File: src/fpfa_pkg.sv
// ----------------------------------------------------------------------------
// fpfa_pkg: shared definitions for the fixed-partition fit allocator
// Field widths, request and status codes, fit policy codes and the
// control bundle between the sequencer and the partition table.
// ----------------------------------------------------------------------------
`default_nettype none

package fpfa_pkg;

  // default sizing
  localparam int unsigned MAX_PARTITIONS_DEF = 16;
  localparam int unsigned SIZE_BITS_DEF      = 16;

  // fixed channel field widths
  localparam int unsigned ACTION_W = 2;
  localparam int unsigned AMOUNT_W = 16;
  localparam int unsigned STATUS_W = 2;
  localparam int unsigned INDEX_W  = 4;
  localparam int unsigned PSIZE_W  = 16;
  localparam int unsigned POLICY_W = 2;

  // request actions
  localparam logic [ACTION_W-1:0] ACT_APPEND  = 2'd0;
  localparam logic [ACTION_W-1:0] ACT_ALLOC   = 2'd1;
  localparam logic [ACTION_W-1:0] ACT_RELEASE = 2'd2;

  // result status
  localparam logic [STATUS_W-1:0] ST_OK    = 2'd0;
  localparam logic [STATUS_W-1:0] ST_NOFIT = 2'd1;
  localparam logic [STATUS_W-1:0] ST_FULL  = 2'd2;

  // fit policies (the unused code behaves as first fit)
  localparam logic [POLICY_W-1:0] POL_FIRST = 2'd0;
  localparam logic [POLICY_W-1:0] POL_BEST  = 2'd1;
  localparam logic [POLICY_W-1:0] POL_WORST = 2'd2;

  // table update commands from the sequencer
  typedef struct packed {
    logic append;       // write size at end of table, clear its mark, bump count
    logic mark;         // set allocated mark of the picked entry
    logic release_all;  // clear every allocated mark
  } tbl_ctl_t;

endpackage

`default_nettype wire

File: src/fpfa_req_if.sv
// ----------------------------------------------------------------------------
// fpfa_req_if: request channel
// Valid/ready channel carrying one allocator request.
// ----------------------------------------------------------------------------
`default_nettype none

interface fpfa_req_if;
  logic                          valid;
  logic                          ready;
  logic [fpfa_pkg::ACTION_W-1:0] action;
  logic [fpfa_pkg::AMOUNT_W-1:0] amount;

  modport source (output valid, output action, output amount, input ready);
  modport sink   (input valid, input action, input amount, output ready);
endinterface

`default_nettype wire

File: src/fpfa_rsp_if.sv
// ----------------------------------------------------------------------------
// fpfa_rsp_if: result channel
// Valid/ready channel carrying one allocator result.
// ----------------------------------------------------------------------------
`default_nettype none

interface fpfa_rsp_if;
  logic                          valid;
  logic                          ready;
  logic [fpfa_pkg::STATUS_W-1:0] status;
  logic [fpfa_pkg::INDEX_W-1:0]  partition_index;
  logic [fpfa_pkg::PSIZE_W-1:0]  partition_size;

  modport source (output valid, output status, output partition_index,
                  output partition_size, input ready);
  modport sink   (input valid, input status, input partition_index,
                  input partition_size, output ready);
endinterface

`default_nettype wire

File: src/fpfa_table.sv
// ----------------------------------------------------------------------------
// fpfa_table: partition table storage
// Size memory with registered read, allocated mark flops and fill count.
// ----------------------------------------------------------------------------
`default_nettype none

module fpfa_table #(
  parameter int unsigned MAX_PARTITIONS = fpfa_pkg::MAX_PARTITIONS_DEF,
  parameter int unsigned SIZE_BITS      = fpfa_pkg::SIZE_BITS_DEF,
  localparam int unsigned IDX_W = (MAX_PARTITIONS > 1) ? $clog2(MAX_PARTITIONS) : 1,
  localparam int unsigned CNT_W = $clog2(MAX_PARTITIONS + 1)
) (
  input  wire logic                  clk,
  input  wire logic                  rst_n,
  input  wire fpfa_pkg::tbl_ctl_t    ctl,
  input  wire logic [SIZE_BITS-1:0]  wr_size,
  input  wire logic [IDX_W-1:0]      mark_idx,
  input  wire logic [IDX_W-1:0]      rd_idx,
  output logic      [SIZE_BITS-1:0]  rd_size,
  output logic                       rd_used,
  output logic      [CNT_W-1:0]      count
);

  logic [SIZE_BITS-1:0]      size_mem [MAX_PARTITIONS];
  logic [SIZE_BITS-1:0]      rd_size_r;
  logic                      rd_used_r;
  logic [MAX_PARTITIONS-1:0] used_r;
  logic [CNT_W-1:0]          count_r;
  logic [IDX_W-1:0]          wr_idx;

  assign wr_idx = count_r[IDX_W-1:0];

  // size memory: one write port at the table end, one registered read port
  always_ff @(posedge clk) begin
    if (ctl.append) begin
      size_mem[wr_idx] <= wr_size;
    end
    rd_size_r <= size_mem[rd_idx];
    rd_used_r <= used_r[rd_idx];
  end

  // allocated marks and fill count
  always_ff @(posedge clk) begin
    if (!rst_n) begin
      used_r  <= '0;
      count_r <= '0;
    end else begin
      if (ctl.release_all) begin
        used_r <= '0;
      end else if (ctl.append) begin
        used_r[wr_idx] <= 1'b0;
      end else if (ctl.mark) begin
        used_r[mark_idx] <= 1'b1;
      end
      if (ctl.append) begin
        count_r <= count_r + CNT_W'(1);
      end
    end
  end

  assign rd_size = rd_size_r;
  assign rd_used = rd_used_r;
  assign count   = count_r;

endmodule

`default_nettype wire

File: src/fpfa_seq.sv
// ----------------------------------------------------------------------------
// fpfa_seq: request sequencer and fit compare unit
// Decodes requests, steps one table entry per cycle through a shared
// compare unit for allocation, and builds the result.
// ----------------------------------------------------------------------------
`default_nettype none

module fpfa_seq #(
  parameter int unsigned MAX_PARTITIONS = fpfa_pkg::MAX_PARTITIONS_DEF,
  parameter int unsigned SIZE_BITS      = fpfa_pkg::SIZE_BITS_DEF,
  localparam int unsigned IDX_W = (MAX_PARTITIONS > 1) ? $clog2(MAX_PARTITIONS) : 1,
  localparam int unsigned CNT_W = $clog2(MAX_PARTITIONS + 1)
) (
  input  wire logic                            clk,
  input  wire logic                            rst_n,
  fpfa_req_if.sink                             in_req,
  input  wire logic [fpfa_pkg::POLICY_W-1:0]   fit_policy,
  output fpfa_pkg::tbl_ctl_t                   tbl_ctl,
  output logic      [SIZE_BITS-1:0]            wr_size,
  output logic      [IDX_W-1:0]                mark_idx,
  output logic      [IDX_W-1:0]                rd_idx,
  input  wire logic [SIZE_BITS-1:0]            rd_size,
  input  wire logic                            rd_used,
  input  wire logic [CNT_W-1:0]                count,
  output logic                                 res_vld,
  input  wire logic                            res_rdy,
  output logic      [fpfa_pkg::STATUS_W-1:0]   res_status,
  output logic      [fpfa_pkg::INDEX_W-1:0]    res_index,
  output logic      [fpfa_pkg::PSIZE_W-1:0]    res_size
);

  localparam logic [2:0] S_IDLE = 3'd0;
  localparam logic [2:0] S_SCAN = 3'd1;
  localparam logic [2:0] S_FIN  = 3'd2;
  localparam logic [2:0] S_DONE = 3'd3;

  logic [2:0]                    state_r, state_nxt;
  logic [SIZE_BITS-1:0]          amt_r, amt_nxt;
  logic [CNT_W-1:0]              scan_r, scan_nxt;
  logic                          cmp_vld_r, cmp_vld_nxt;
  logic [IDX_W-1:0]              cmp_idx_r, cmp_idx_nxt;
  logic                          found_r, found_nxt;
  logic [IDX_W-1:0]              pick_r, pick_nxt;
  logic [SIZE_BITS-1:0]          pick_size_r, pick_size_nxt;
  logic [fpfa_pkg::STATUS_W-1:0] stat_r, stat_nxt;
  logic [fpfa_pkg::INDEX_W-1:0]  ridx_r, ridx_nxt;
  logic [fpfa_pkg::PSIZE_W-1:0]  rsize_r, rsize_nxt;

  logic                          acc;
  logic [SIZE_BITS+15:0]         amt_ext;
  logic [SIZE_BITS-1:0]          amt_in;
  logic [SIZE_BITS+15:0]         app_size_ext;
  logic [SIZE_BITS+15:0]         pick_size_ext;
  logic [CNT_W+3:0]              cnt_ext;
  logic [IDX_W+3:0]              pick_ext;
  logic                          table_full;
  logic                          cand;
  logic                          lt;
  logic                          gt;
  logic                          take;

  // requested amount taken modulo the table's size width
  assign amt_ext       = {{SIZE_BITS{1'b0}}, in_req.amount};
  assign amt_in        = amt_ext[SIZE_BITS-1:0];
  assign app_size_ext  = {16'b0, amt_in};
  assign pick_size_ext = {16'b0, pick_size_r};
  assign cnt_ext       = {4'b0, count};
  assign pick_ext      = {4'b0, pick_r};
  assign table_full    = (count == CNT_W'(MAX_PARTITIONS));

  assign acc = in_req.valid && in_req.ready;

  // shared compare unit: one table entry per cycle
  assign cand = cmp_vld_r && !rd_used && (rd_size >= amt_r);
  assign lt   = rd_size < pick_size_r;
  assign gt   = pick_size_r < rd_size;
  assign take = cand && (!found_r ||
                         ((fit_policy == fpfa_pkg::POL_BEST)  && lt) ||
                         ((fit_policy == fpfa_pkg::POL_WORST) && gt));

  // sequencer
  always_comb begin
    state_nxt     = state_r;
    amt_nxt       = amt_r;
    scan_nxt      = scan_r;
    cmp_vld_nxt   = 1'b0;
    cmp_idx_nxt   = cmp_idx_r;
    found_nxt     = found_r;
    pick_nxt      = pick_r;
    pick_size_nxt = pick_size_r;
    stat_nxt      = stat_r;
    ridx_nxt      = ridx_r;
    rsize_nxt     = rsize_r;
    tbl_ctl       = '0;
    in_req.ready  = 1'b0;
    res_vld       = 1'b0;
    unique case (state_r)
      S_IDLE: begin
        in_req.ready = 1'b1;
        if (in_req.valid) begin
          state_nxt = S_DONE;
          stat_nxt  = fpfa_pkg::ST_OK;
          ridx_nxt  = '0;
          rsize_nxt = '0;
          unique case (in_req.action)
            fpfa_pkg::ACT_APPEND: begin
              if (table_full) begin
                stat_nxt = fpfa_pkg::ST_FULL;
              end else begin
                tbl_ctl.append = 1'b1;
                ridx_nxt       = cnt_ext[3:0];
                rsize_nxt      = app_size_ext[15:0];
              end
            end
            fpfa_pkg::ACT_ALLOC: begin
              amt_nxt   = amt_in;
              scan_nxt  = '0;
              found_nxt = 1'b0;
              state_nxt = S_SCAN;
            end
            fpfa_pkg::ACT_RELEASE: begin
              tbl_ctl.release_all = 1'b1;
            end
            default: begin
            end
          endcase
        end
      end
      S_SCAN: begin
        // consume the entry read last cycle
        if (take) begin
          found_nxt     = 1'b1;
          pick_nxt      = cmp_idx_r;
          pick_size_nxt = rd_size;
        end
        // issue the next read
        if (scan_r != count) begin
          scan_nxt    = scan_r + CNT_W'(1);
          cmp_vld_nxt = 1'b1;
          cmp_idx_nxt = scan_r[IDX_W-1:0];
        end else if (!cmp_vld_r) begin
          state_nxt = S_FIN;
        end
      end
      S_FIN: begin
        state_nxt = S_DONE;
        if (found_r) begin
          tbl_ctl.mark = 1'b1;
          stat_nxt     = fpfa_pkg::ST_OK;
          ridx_nxt     = pick_ext[3:0];
          rsize_nxt    = pick_size_ext[15:0];
        end else begin
          stat_nxt  = fpfa_pkg::ST_NOFIT;
          ridx_nxt  = '0;
          rsize_nxt = '0;
        end
      end
      S_DONE: begin
        res_vld = 1'b1;
        if (res_rdy) begin
          state_nxt = S_IDLE;
        end
      end
      default: begin
        state_nxt = S_IDLE;
      end
    endcase
  end

  always_ff @(posedge clk) begin
    if (!rst_n) begin
      state_r   <= S_IDLE;
      cmp_vld_r <= 1'b0;
      found_r   <= 1'b0;
    end else begin
      state_r   <= state_nxt;
      cmp_vld_r <= cmp_vld_nxt;
      found_r   <= found_nxt;
    end
  end

  always_ff @(posedge clk) begin
    amt_r       <= amt_nxt;
    scan_r      <= scan_nxt;
    cmp_idx_r   <= cmp_idx_nxt;
    pick_r      <= pick_nxt;
    pick_size_r <= pick_size_nxt;
    stat_r      <= stat_nxt;
    ridx_r      <= ridx_nxt;
    rsize_r     <= rsize_nxt;
  end

  assign wr_size    = amt_in;
  assign mark_idx   = pick_r;
  assign rd_idx     = scan_r[IDX_W-1:0];
  assign res_status = stat_r;
  assign res_index  = ridx_r;
  assign res_size   = rsize_r;

  // an accepted request always leaves idle
  a_acc_leaves_idle: assert property (@(posedge clk) disable iff (!rst_n)
    acc |=> (state_r != S_IDLE))
    else $error("accepted request did not start work");

  // an entry is marked only after a fitting partition was found
  a_mark_found: assert property (@(posedge clk) disable iff (!rst_n)
    tbl_ctl.mark |-> (found_r && (state_r == S_FIN)))
    else $error("mark without a fitting partition");

  // never append past the table end
  a_append_room: assert property (@(posedge clk) disable iff (!rst_n)
    tbl_ctl.append |-> !table_full)
    else $error("append into a full table");

  // the scan index never runs beyond the fill count
  a_scan_bound: assert property (@(posedge clk) disable iff (!rst_n)
    (state_r == S_SCAN) |-> (scan_r <= count))
    else $error("scan index beyond table fill");

endmodule

`default_nettype wire

File: src/fixed_partition_fit_allocator.sv
// Flow: append, release and other requests go from idle straight to the done state,
//   and their result then passes into the result register; an allocate goes from idle
//   through the scan and finish states to done, the scan covering every entry in the table.
// Throughput: one request at a time; the next is taken the cycle after the result is
//   registered, and an allocate's scan is paced by the single compare
//   unit stepping one table entry per cycle through the registered size memory read.
// Reset: synchronous active-low rst_n empties the table, clears all marks, policy first fit.
// ----------------------------------------------------------------------------
// fixed_partition_fit_allocator: fixed-partition fit allocator top level
// Holds the fit policy register and the result register, and joins the
// sequencer with the partition table.
// ----------------------------------------------------------------------------
`default_nettype none

module fixed_partition_fit_allocator #(
  parameter int unsigned MAX_PARTITIONS = fpfa_pkg::MAX_PARTITIONS_DEF,
  parameter int unsigned SIZE_BITS      = fpfa_pkg::SIZE_BITS_DEF
) (
  input  wire logic                          clk,
  input  wire logic                          rst_n,
  fpfa_req_if.sink                           in_req,
  fpfa_rsp_if.source                         out_rsp,
  input  wire logic                          cfg_wr_en,
  input  wire logic [fpfa_pkg::POLICY_W-1:0] cfg_wr_data
);

  localparam int unsigned IDX_W = (MAX_PARTITIONS > 1) ? $clog2(MAX_PARTITIONS) : 1;
  localparam int unsigned CNT_W = $clog2(MAX_PARTITIONS + 1);

  logic [fpfa_pkg::POLICY_W-1:0] fit_policy_r;
  fpfa_pkg::tbl_ctl_t            tbl_ctl;
  logic [SIZE_BITS-1:0]          wr_size;
  logic [IDX_W-1:0]              mark_idx;
  logic [IDX_W-1:0]              rd_idx;
  logic [SIZE_BITS-1:0]          rd_size;
  logic                          rd_used;
  logic [CNT_W-1:0]              count;
  logic                          res_vld;
  logic                          res_rdy;
  logic [fpfa_pkg::STATUS_W-1:0] res_status;
  logic [fpfa_pkg::INDEX_W-1:0]  res_index;
  logic [fpfa_pkg::PSIZE_W-1:0]  res_size;

  logic                          out_vld_r;
  logic [fpfa_pkg::STATUS_W-1:0] out_status_r;
  logic [fpfa_pkg::INDEX_W-1:0]  out_index_r;
  logic [fpfa_pkg::PSIZE_W-1:0]  out_size_r;

  // fit policy register
  always_ff @(posedge clk) begin
    if (!rst_n) begin
      fit_policy_r <= fpfa_pkg::POL_FIRST;
    end else if (cfg_wr_en) begin
      fit_policy_r <= cfg_wr_data;
    end
  end

  fpfa_seq #(
    .MAX_PARTITIONS (MAX_PARTITIONS),
    .SIZE_BITS      (SIZE_BITS)
  ) u_seq (
    .clk        (clk),
    .rst_n      (rst_n),
    .in_req     (in_req),
    .fit_policy (fit_policy_r),
    .tbl_ctl    (tbl_ctl),
    .wr_size    (wr_size),
    .mark_idx   (mark_idx),
    .rd_idx     (rd_idx),
    .rd_size    (rd_size),
    .rd_used    (rd_used),
    .count      (count),
    .res_vld    (res_vld),
    .res_rdy    (res_rdy),
    .res_status (res_status),
    .res_index  (res_index),
    .res_size   (res_size)
  );

  fpfa_table #(
    .MAX_PARTITIONS (MAX_PARTITIONS),
    .SIZE_BITS      (SIZE_BITS)
  ) u_table (
    .clk      (clk),
    .rst_n    (rst_n),
    .ctl      (tbl_ctl),
    .wr_size  (wr_size),
    .mark_idx (mark_idx),
    .rd_idx   (rd_idx),
    .rd_size  (rd_size),
    .rd_used  (rd_used),
    .count    (count)
  );

  // result register
  assign res_rdy = !out_vld_r || out_rsp.ready;

  always_ff @(posedge clk) begin
    if (!rst_n) begin
      out_vld_r <= 1'b0;
    end else if (res_vld && res_rdy) begin
      out_vld_r <= 1'b1;
    end else if (out_rsp.ready) begin
      out_vld_r <= 1'b0;
    end
  end

  always_ff @(posedge clk) begin
    if (res_vld && res_rdy) begin
      out_status_r <= res_status;
      out_index_r  <= res_index;
      out_size_r   <= res_size;
    end
  end

  assign out_rsp.valid           = out_vld_r;
  assign out_rsp.status          = out_status_r;
  assign out_rsp.partition_index = out_index_r;
  assign out_rsp.partition_size  = out_size_r;

endmodule

`default_nettype wire

File: src/flat_wrapper.sv
// flat-port wrapper written by rule: the top's interface ports become plain ports
module fixed_partition_fit_allocator_flat 
#(
  parameter int unsigned MAX_PARTITIONS = fpfa_pkg::MAX_PARTITIONS_DEF,
  parameter int unsigned SIZE_BITS      = fpfa_pkg::SIZE_BITS_DEF
)
  (clk, rst_n, cfg_wr_en, cfg_wr_data, in_req_valid, in_req_action, in_req_amount, in_req_ready, out_rsp_valid, out_rsp_status, out_rsp_partition_index, out_rsp_partition_size, out_rsp_ready);
  fpfa_req_if in_req_i ();
  fpfa_rsp_if out_rsp_i ();
  input  wire logic clk;
  input  wire logic rst_n;
  input  wire logic cfg_wr_en;
  input  wire logic [fpfa_pkg::POLICY_W-1:0] cfg_wr_data;
  input wire logic [$bits(in_req_i.valid)-1:0] in_req_valid;
  input wire logic [$bits(in_req_i.action)-1:0] in_req_action;
  input wire logic [$bits(in_req_i.amount)-1:0] in_req_amount;
  output wire logic [$bits(in_req_i.ready)-1:0] in_req_ready;
  output wire logic [$bits(out_rsp_i.valid)-1:0] out_rsp_valid;
  output wire logic [$bits(out_rsp_i.status)-1:0] out_rsp_status;
  output wire logic [$bits(out_rsp_i.partition_index)-1:0] out_rsp_partition_index;
  output wire logic [$bits(out_rsp_i.partition_size)-1:0] out_rsp_partition_size;
  input wire logic [$bits(out_rsp_i.ready)-1:0] out_rsp_ready;
  assign in_req_i.valid = in_req_valid;
  assign in_req_i.action = in_req_action;
  assign in_req_i.amount = in_req_amount;
  assign in_req_ready = in_req_i.ready;
  assign out_rsp_valid = out_rsp_i.valid;
  assign out_rsp_status = out_rsp_i.status;
  assign out_rsp_partition_index = out_rsp_i.partition_index;
  assign out_rsp_partition_size = out_rsp_i.partition_size;
  assign out_rsp_i.ready = out_rsp_ready;
  fixed_partition_fit_allocator #(.MAX_PARTITIONS(MAX_PARTITIONS), .SIZE_BITS(SIZE_BITS)) u_core (.clk(clk), .rst_n(rst_n), .in_req(in_req_i), .out_rsp(out_rsp_i), .cfg_wr_en(cfg_wr_en), .cfg_wr_data(cfg_wr_data));
endmodule
File: config.mk
export PLATFORM = sky130hd
export DESIGN_NAME = fixed_partition_fit_allocator_flat
export DESIGN_NICKNAME = d
export VERILOG_FILES = /design/src/fpfa_pkg.sv /design/src/fpfa_req_if.sv /design/src/fpfa_rsp_if.sv /design/src/fpfa_table.sv /design/src/fpfa_seq.sv /design/src/fixed_partition_fit_allocator.sv /design/src/flat_wrapper.sv
export SDC_FILE = /design/constraint.sdc
export NUM_CORES = 1
export LEC_CHECK = 0
export BUFFER_PORTS_ARGS = -buffer_cell sky130_fd_sc_hd__buf_4
export CORE_MARGIN = 3
export CORE_UTILIZATION = 62
export DETAILED_ROUTE_END_ITERATION = 16
export PLACE_DENSITY = 0.82
export SLEW_MARGIN = 20
export SYNTH_ARGS = -nofsm -noshare
export SYNTH_HDL_FRONTEND = slang
export SYNTH_HIERARCHICAL = 1
export SYNTH_SLANG_ARGS = --single-unit
File: constraint.sdc
create_clock -name clk -period 3.7 [get_ports clk]
set_input_delay 0.185 -clock clk [delete_from_list [all_inputs] [get_ports clk]]
set_output_delay 0.185 -clock clk [all_outputs]
set_load 0.05 [all_outputs]
After elaboration in Yosys (flattened, before gate mapping)
Memory sizes are Yosys's and may differ from the RTL's. A register that Yosys moved wholly into a read port is not among the register bits.
Cells that the tools add are included.
{ "op_classes": {"mux": 53, "n_reduce_logical": 29, "n_addsub": 2, "n_eq_ne": 16, "mul": 0, "magnitude_cmp": 8, "div": 0, "shift": 0, "bitwise": 4} }
{ "ops": {"columns": ["operator", "count"], "rows": [
  ["16-bit two-way mux", 6],
  ["16-bit less-than comparator", 2],
  ["16-bit case mux with 2 select lines", 1],
  ["1-bit two-way mux", 23],
  ["16-bit AND", 1],
  ["16-bit greater-or-equal comparator", 1],
  ["4-bit two-way mux", 4],
  ["16-bit inverter", 1],
  ["16-bit bitwise OR", 1],
  ["4-bit by 5-bit less-than comparator with 1-bit output (second input constant)", 3],
  ["5-bit two-way mux", 3],
  ["3-bit two-way mux", 4],
  ["3-bit case mux with 4 select lines", 1],
  ["4-bit AND reduction", 3],
  ["5-bit by 1-bit adder with 5-bit output (second input constant)", 2],
  ["2-bit inequality test (second input constant)", 5],
  ["5-bit case mux with 2 select lines", 1],
  ["1-bit demux with 4-bit select", 2],
  ["4-bit by 1-bit greater-or-equal comparator with 1-bit output (second input constant)", 2],
  ["1-bit logical AND", 8],
  ["2-bit two-way mux", 4],
  ["4-bit case mux with 2 select lines", 1],
  ["2-bit AND reduction", 4],
  ["2-bit nonzero test", 4],
  ["17 further kinds", 25]
]} }
{ "word_totals": {"ramBits": 256, "in_bits": 25, "romBits": 0, "n_memories": 1, "latch_bits": 0, "out_inout_bits": 24, "ff_bits": 119} }
{ "memory_table": {"columns": ["memory", "words", "width", "read_ports", "rd_clocked_by_memory_dff", "write_ports", "line", "rtl"], "rows": [
  ["u_core.u_table.size_mem", 16, 16, 1, 1, 1, "fpfa_table.sv:24", "logic [SIZE_BITS-1:0] size_mem [MAX_PARTITIONS];"]
]} }

Longest topological paths before layout
Gate-level depths: netlist of run 1.
{ "logic_depth": {"depth_word": 7, "depth_mapped": 9} }

By module
Netlist of run 1, hierarchy kept.
{ "modules_own_cells": {"columns": ["module", "cells_each", "instances", "area_each_um2"], "rows": [
  ["fpfa_table", 542, 1, 11136.9],
  ["fpfa_seq", 294, 1, 3657.3],
  ["fixed_partition_fit_allocator", 33, 1, 784.5]
]} }

Worst setup path before layout of run 1
OpenSTA, ideal clock, no wires.
{ "synth_timing": {"path_kind": "flip-flop to flip-flop", "from": "register u_core.u_seq.state_r[0]", "to": "register u_core.u_seq.ridx_r, in the netlist u_core/u_seq/res_index[0], enable pin", "stages_incl_launch_ff": 4, "slack_ns": 0.716, "setup_time_ns": 0.432, "arrival_ns": 2.552, "path_cell_list": "dfxtp_1 inv_1 ha_1 o21ai_0"} }
{ "synth_between": {"elab_chain_len": 3, "word_cells_on_any_way": 5, "classes_between": "eq/ne (2); reduce/logical (3)"} }
{ "synth_rtl": {"columns": ["item", "line", "rtl"], "rows": [
  ["from (decl)", "fpfa_seq.sv:37", "logic [2:0] state_r, state_nxt;"],
  ["from (signal assigned)", "fpfa_seq.sv:176", "state_r <= state_nxt;"],
  ["3-bit by 2-bit equality test with 1-bit output / 3-bit logical NOT (equally long branches)", "fpfa_seq.sv:97", "unique case (state_r)"],
  ["2-bit nonzero test (no source line) / 2-bit inequality test (equally long branches)", null, null],
  ["2-bit AND reduction (no source line) *", null, null],
  ["to (signal assigned)", "fpfa_seq.sv:189", "ridx_r <= ridx_nxt;"],
  ["to (decl)", "fpfa_seq.sv:46", "logic [fpfa_pkg::INDEX_W-1:0] ridx_r, ridx_nxt;"]
]} }
Mark *: on every way between the ends. The rest lies on a longest branch, timed or not.
A chain may end at the register's enable or synchronous reset.

==> flow_summary.yaml, run 1 <==
run_status:
  status: "finished clean"
floorplanning:
  start_util: 0.6350
  io_pins: 49
  core_sq_mm: 0.02453
  fp-row-count: 57
  die_width_um: 164.5
  dieArea_sq_mm: 0.02707
  die_h_um: 164.5
clocking:
  clkSinkCount: 390
  clock_path_buffers: 3
  cts_root_buf: "clkbuf_16"
  cts.clk_slew.worst_paths_ns: 0.06
  ctsResizeCount: 0
  htreeDepth: 2
  cts_setup_buffers: 0
  clock_latency_ns: 0.53
  cts_buffers: 38
  hold_buffers: 9
  tritoncts: "done"
finish:
  syn2layout_area_growth_pct: 11.61
  seq_area_sq_mm: 0.01126
  drive_gt1_frac: 0.2002
  nets: 990
  num-fill-cells: 1485
  multiInputGateArea_sq_mm: 0.003805
  antenna_cells: 0
  fin_cells: 1273
sta:
  min_period_ns: 2.804
  fmax_ghz: 0.3566
  setup_viol: 0
  tns_ns: 0
  relSlewSlack: 0.3190
  tightest_slew_ns: 1.021
  maxSlewViolCount: 0
  fin_crit_sh: 0.7579
  clock_skew_ns: 0.01795
  rsz0062_at_grt: "false"
  final-hold-violation-count: 0
synthesis:
  syn-instance-count: 869
  synth.distinct_cells: 58
  async_reset_ff_frac: 0
  syn_nets: 935
  yosys-top-cells-count: "345 x edfxtp_1, 61 x mux4_2, 54 x inv_1"
  synth_seq_cells: 390
  yosysWarnings: 6
  synth_edf_count: 345
  yosysTopAreaCellShare: 0.6650
  synthesis.area_sq_mm: 0.01558
  synth.avg_cell_area_sq_um: 17.93
  ys_seq_area_frac: 0.7228
  synth_flop_cell: "edfxtp_1"
  yosysMostFrequentCell: "edfxtp_1"
  synth.area.top_cells: "edfxtp_1 67%, mux4_2 8.8%, dfxtp_1 5.8%, ha_1 3.3%, a22oi_1 1.8%"
  yosys.area.top_type: "edfxtp_1"
setup_path:
  r2r_end: "u_core/u_table/size_mem[11][10]"
  start_kind: "flop"
  path_class: "reg -> reg"
  timing.rr.start: "u_core/u_table/count[2]"
  r2r.worst_path.cells: 5
  timing.reg2reg.setup_slack_ns: 0.90
  worst_ep_required_time_ns: 3.85
  path_max_fanout: 16
  worst_ep_arrival_time_ns: 2.96
  cp-end-kind: "flop"
power:
  powerDensity_mw_per_mm2: 613.3
  vdd_drop_max_mv: 0.4706
  power_mw: 10.66
  leakage_nw: 6.063
worst_hold_path:
  hold_class: "in -> reg"
  hold_start: "in_req_amount[4]"
  holdPathEnd: "u_core/u_table/size_mem[8][4]"
  hold_depth: 1
global_routing:
  grt_max_degree: 74
  gr-total-overflow: 0
  grt_pass1_wl_mm: 50.18
  antenna_found_initial: 0
  grt_util_all_layers: 0.2564
  grt_pass1_vias: 8143
routing:
  drt_iter0_drc: 1014
  drt_wl_total_mm: 33.81
  remaining_drc_errors: 0
  firstDrtPassIters: 5
  via_per_inst: 6.406
  ant_nets: 0
  drt-wirelength-per-cell_um: 26.56
  vias: 8155
placement:
  gp_congestion: 0.8459
  placedCellCount: 1199
  dp_hpwl_mm: 20.32
  portBuffers: 48
job:
  cap_violations: 0
## logic make-up after synthesis
logic type | Yosys count | synth area share
XOR/XNOR | 12 | 0.006747
adder cells (fa/ha/maj) | 41 | 0.03293
buffers and inverters | 108 | 0.03453
AO/OA/AOI/OAI | 117 | 0.05558
flip-flops | 390 | 0.7228
multiplexers | 71 | 0.1019
AND/OR/NAND/NOR | 130 | 0.04546
## critical path, stage by stage (launching register included)
cell and delay [ns]:
dfxtp_1 0.67, nor4_1 0.10, and2_1 0.21, nor4_2 0.27, and3b_1 0.44, and2_1 0.73
## state kept, by name, indices dropped and copies added, names as in the netlist, 2 cells and up
name                            cells
u_core/fit_policy_r                 2
u_core/u_table/used_r              16
u_core/u_table/count                5
u_core/u_seq/pick_size_r           16
u_core/u_table/rd_size             16
u_core/out_rsp.partition_size      16
u_core/out_rsp.partition_index      4
u_core/u_seq/cmp_idx_r              4
u_core/u_seq/res_size              16
u_core/out_rsp.status               2
u_core/u_table/size_mem           256
u_core/u_seq/mark_idx               4
u_core/u_seq/amt_r                 16
u_core/u_seq/state_r                2
u_core/u_seq/res_status             2
u_core/u_seq/scan_r                 5
u_core/u_seq/res_index              4
## layer usage
layer / GRT usage / wire, um
met4: 0.09836 / 1233
met2: 0.3991 / 16100
met3: 0.05167 / 3550
met5: 0 / 0
met1: 0.3657 / 12930
## placed cells by master (no fill, tap or decap), types with 5 or more instances in the layout
cell type / netlist / layout
a21bo_2: 8 / 8
a21oi_1: 25 / 25
a22o_1: 20 / 20
a22oi_1: 38 / 38
and2_1: 16 / 16
buf_4: 20 / 58
clkbuf_1: 19 / 6
clkbuf_16: 0 / 39
clkinv_1: 0 / 10
clkinv_2: 0 / 6
dfxtp_1: 45 / 45
dlygate4sd3_1: 0 / 9
edfxtp_1: 345 / 345
ha_1: 41 / 41
inv_1: 54 / 54
mux4_1: 7 / 7
mux4_2: 61 / 61
nand2_1: 42 / 42
nand2b_1: 5 / 5
nand3_1: 5 / 5
nand4_1: 9 / 9
nand4b_1: 6 / 6
nor2_1: 18 / 17
nor2b_1: 8 / 6
xnor2_1: 9 / 9
## stage by stage
stage / instance area (sq um) / util / setup WS (ns) / hold WS, ns
finish: 17390 / 0.7087 / 0.8957 / 0.05101
global route: 17390 / 0.7087 / 0.7345 / 0.04666
CTS: 17380 / 0.7082 / 0.9167 / 0.04430
detailed placement: 16140 / 0.6577 / 0.9116 / 0.4045
global placement: 16130 / 0.6576 / 1.114 / 0.4014
floorplan: 15580 / - / 0.7165 / 0.2839
## area by class of cell
type	instances	area share
timing repair buffer	69	0.03253
multi-input combinational	371	0.2188
clock inverter	19	0.007843
sequential	390	0.6476
inverter	54	0.01166
tap	324	0.02331
clock buffer	46	0.05821
## how the worst max path moves through the flow
stage / from / end / slack [ns] / cells past startpoint
after floorplan: u_core/u_seq/state_r[0] / u_core/u_seq/res_index[0] / 0.72 / 3
after global placement: u_core/u_table/count[2] / u_core/u_table/size_mem[9][7] / 1.11 / 5
after detailed placement: u_core/u_table/count[2] / u_core/u_table/size_mem[9][4] / 0.91 / 5
after CTS: u_core/u_table/count[2] / u_core/u_table/size_mem[11][15] / 0.92 / 5
after global routing: u_core/u_table/count[2] / u_core/u_table/size_mem[11][15] / 0.73 / 5
final: u_core/u_table/count[2] / u_core/u_table/size_mem[11][10] / 0.90 / 5
## where the power goes
part	switching (mW)	internal, mW	leakage (nW)
logic	1.07	0.675	2.00
clock network	1.53	2.08	0.567
registers	0.167	5.14	3.50
total	2.77	7.90	6.06
Note: power is estimated with default switching activity, not from simulation.
==> inputs of run 2 (changes only) <==
--- a/config.mk
+++ b/config.mk
@@ -5,11 +5,12 @@
 export SDC_FILE = /design/constraint.sdc
 export NUM_CORES = 1
 export LEC_CHECK = 0
+export ABC_AREA = 1
 export BUFFER_PORTS_ARGS = -buffer_cell sky130_fd_sc_hd__buf_4
 export CORE_MARGIN = 3
-export CORE_UTILIZATION = 62
+export CORE_UTILIZATION = 56
 export DETAILED_ROUTE_END_ITERATION = 16
-export PLACE_DENSITY = 0.82
+export PLACE_DENSITY = 0.78
 export SLEW_MARGIN = 20
 export SYNTH_ARGS = -nofsm -noshare
 export SYNTH_HDL_FRONTEND = slang
==> constraint.sdc (replaced) <==
create_clock -name clk -period 2.5 [get_ports clk]
set_input_delay 0.125 -clock clk [delete_from_list [all_inputs] [get_ports clk]]
set_output_delay 0.125 -clock clk [all_outputs]
set_load 0.05 [all_outputs]
==> flow_summary.yaml, run 2 <==
floorplanning:
  dieArea_sq_mm: 0.03242
  io_pins: 49
  start_util: 0.5708
  fp-row-count: 63
  die_width_um: 180.0
  die_h_um: 180.0
  core_sq_mm: 0.02972
placement:
  dp_hpwl_mm: 25.69
  postPlaceCellArea_sq_mm: 0.01772
  placedCellCount: 2046
  portBuffers: 48
  gp_congestion: 0.9423
  place_ws_ns: 0.3554
finish:
  largest_register: "u_core/u_table/size_mem"
  antenna_cells: 0
  final_area_sq_mm: 0.01921
  nets: 1778
  drive_gt1_frac: 0.08903
  layout_commonest_cell: "nand2_1"
  fin_cells: 2131
  syn2layout_area_growth_pct: 13.24
  largest_register_ffs: 256
  final_cell_mix: "450 x nand2_1, 345 x edfxtp_1, 296 x inv_1"
  num-fill-cells: 2166
synthesis:
  yosys.area_share.simple: 0.1816
  synth_top_family_by_area: "simple AND/OR/NAND/NOR gates"
  synth_compound_area_frac: 0.02862
  muxShareOfSynthArea: 0
  yosysMostFrequentCell: "nand2_1"
  yosysWarnings: 6
  yosys-top-cells-count: "450 x nand2_1, 345 x edfxtp_1, 296 x inv_1"
  synthXorXnorAreaFrac: 0.003098
  yosysTopAreaCellShare: 0.6107
  synth.avg_cell_area_sq_um: 10.29
  syn-instance-count: 1649
  synth_flop_cell: "edfxtp_1"
  synthAdderAreaFrac: 0.03024
  async_reset_ff_frac: 0
  syn_nets: 1715
  synth_edf_count: 345
  ys_seq_area_frac: 0.6638
  synth.distinct_cells: 31
  synthesis.area_sq_mm: 0.01696
  synth_seq_cells: 390
  yosys.area.top_type: "edfxtp_1"
  synth.area.top_cells: "edfxtp_1 61%, nand2_1 10%, nand3_1 6.6%, inv_1 6.5%, dfxtp_1 5.3%"
power:
  powerDensity_mw_per_mm2: 942.6
  power_mw: 18.11
  leakage_nw: 8.177
  vdd_drop_max_mv: 0.6763
clocking:
  clock_path_buffers: 3
  cts_setup_buffers: 0
  clock_latency_ns: 0.53
  clkSinkCount: 390
  cts_buffers: 40
  htreeDepth: 2
  ctsResizeCount: 0
  hold_buffers: 14
  tritoncts: "done"
  cts.clk_slew.worst_paths_ns: 0.06
  cts_root_buf: "clkbuf_16"
routing:
  remaining_drc_errors: 0
  ant_nets: 0
  firstDrtPassIters: 7
  drt_iter0_drc: 1561
  drt-wirelength-per-cell_um: 19.83
  via_per_inst: 5.516
  drt_wl_total_mm: 42.26
  vias: 11750
sta:
  clock_skew_ns: 0.02434
  rsz0062_at_grt: "false"
  setup_viol: 0
  min_period_ns: 2.217
  maxSlewViolCount: 0
  setup_slack_ns: 0.2831
  fmax_ghz: 0.4511
  relSlewSlack: 0.5939
  tns_ns: 0
  fin_crit_sh: 0.8867
  final-hold-violation-count: 0
  tightest_slew_ns: 0.6075
global_routing:
  gr-total-overflow: 0
  grt_pass1_wl_mm: 64.18
  grt_pass1_vias: 11130
  antenna_found_initial: 3
  grt_max_degree: 72
  grt_util_all_layers: 0.2564
setup_path:
  path_max_fanout: 14
  path_class: "reg -> reg"
  worst_ep_arrival_time_ns: 2.44
  cp-end-kind: "flop"
  start_kind: "flop"
  worst_ep_required_time_ns: 2.73
job:
  cap_violations: 0
worst_hold_path:
  hold_class: "in -> reg"
run_status:
  status: "finished clean"
==> run 2: worst paths after layout <==
check,startpoint,end,slack (ns),cells after the start
max,u_core/u_table/rd_size[11],u_core/u_seq/pick_size_r[8],0.28,10
min,in_req_amount[7],u_core/u_seq/amt_r[7],0.02,1
max reg2reg,u_core/u_table/rd_size[11],u_core/u_seq/pick_size_r[8],0.28,10
min reg2reg,u_core/u_seq/cmp_idx_r[2],u_core/u_seq/mark_idx[2],0.40,0
==> run 2: report_power, final <==
part           leakage (nW)  internal, mW  switching [mW]
combinational          4.02          1.17            2.84
sequential             3.50          7.71           0.283
clock                 0.656          3.72            2.38
==> run 2: layout make-up <==
type,instances,area [sq um],share of cell area
well taps,390,488.0,0.02540
inverters,302,1135,0.05908
clock buffers,56,1111,0.05784
multi-input cells,878,4144,0.2157
clock inverters,15,235.2,0.01225
flip-flops and latches,390,11260,0.5862
repair buffers,100,835.8,0.04351
==> run 2: through the flow <==
stage               hold slack (ns)    util
floorplan                    0.2239       -
global placement             0.3491  0.5964
detailed placement           0.3581  0.5964
CTS                        0.003918  0.6464
global route               0.001414  0.6464
finish                      0.02170  0.6464
==> run 2: cell families after synthesis <==
family                     after synthesis
AOI/OAI and AO/OA                       93
xor gates and xnor gates                 6
adders and majority gates               41
buffers and inverters                  381
DFF                                    390
and+or+nand+nor                        738
==> run 2: layer usage <==
layer | vias up | GRT usage | share of wire
met2 | 636 | 0.4145 | 0.48
met4 | 0 | 0.08228 | 0.033
met3 | 85 | 0.04098 | 0.090
met1 | 5574 | 0.3622 | 0.40
li1 | 5459 | - | -
met5 | - | 0 | 0
==> run 2: critical path: stages, from the launching register on <==
cell,delay (ns)
dfxtp_1,0.37
inv_1,0.06
ha_1,0.35
a21oi_1,0.22
nand2_1,0.09
a21oi_1,0.18
nand3_1,0.10
nand3_1,0.13
nand2_1,0.08
nor2_2,0.10
buf_4,0.24
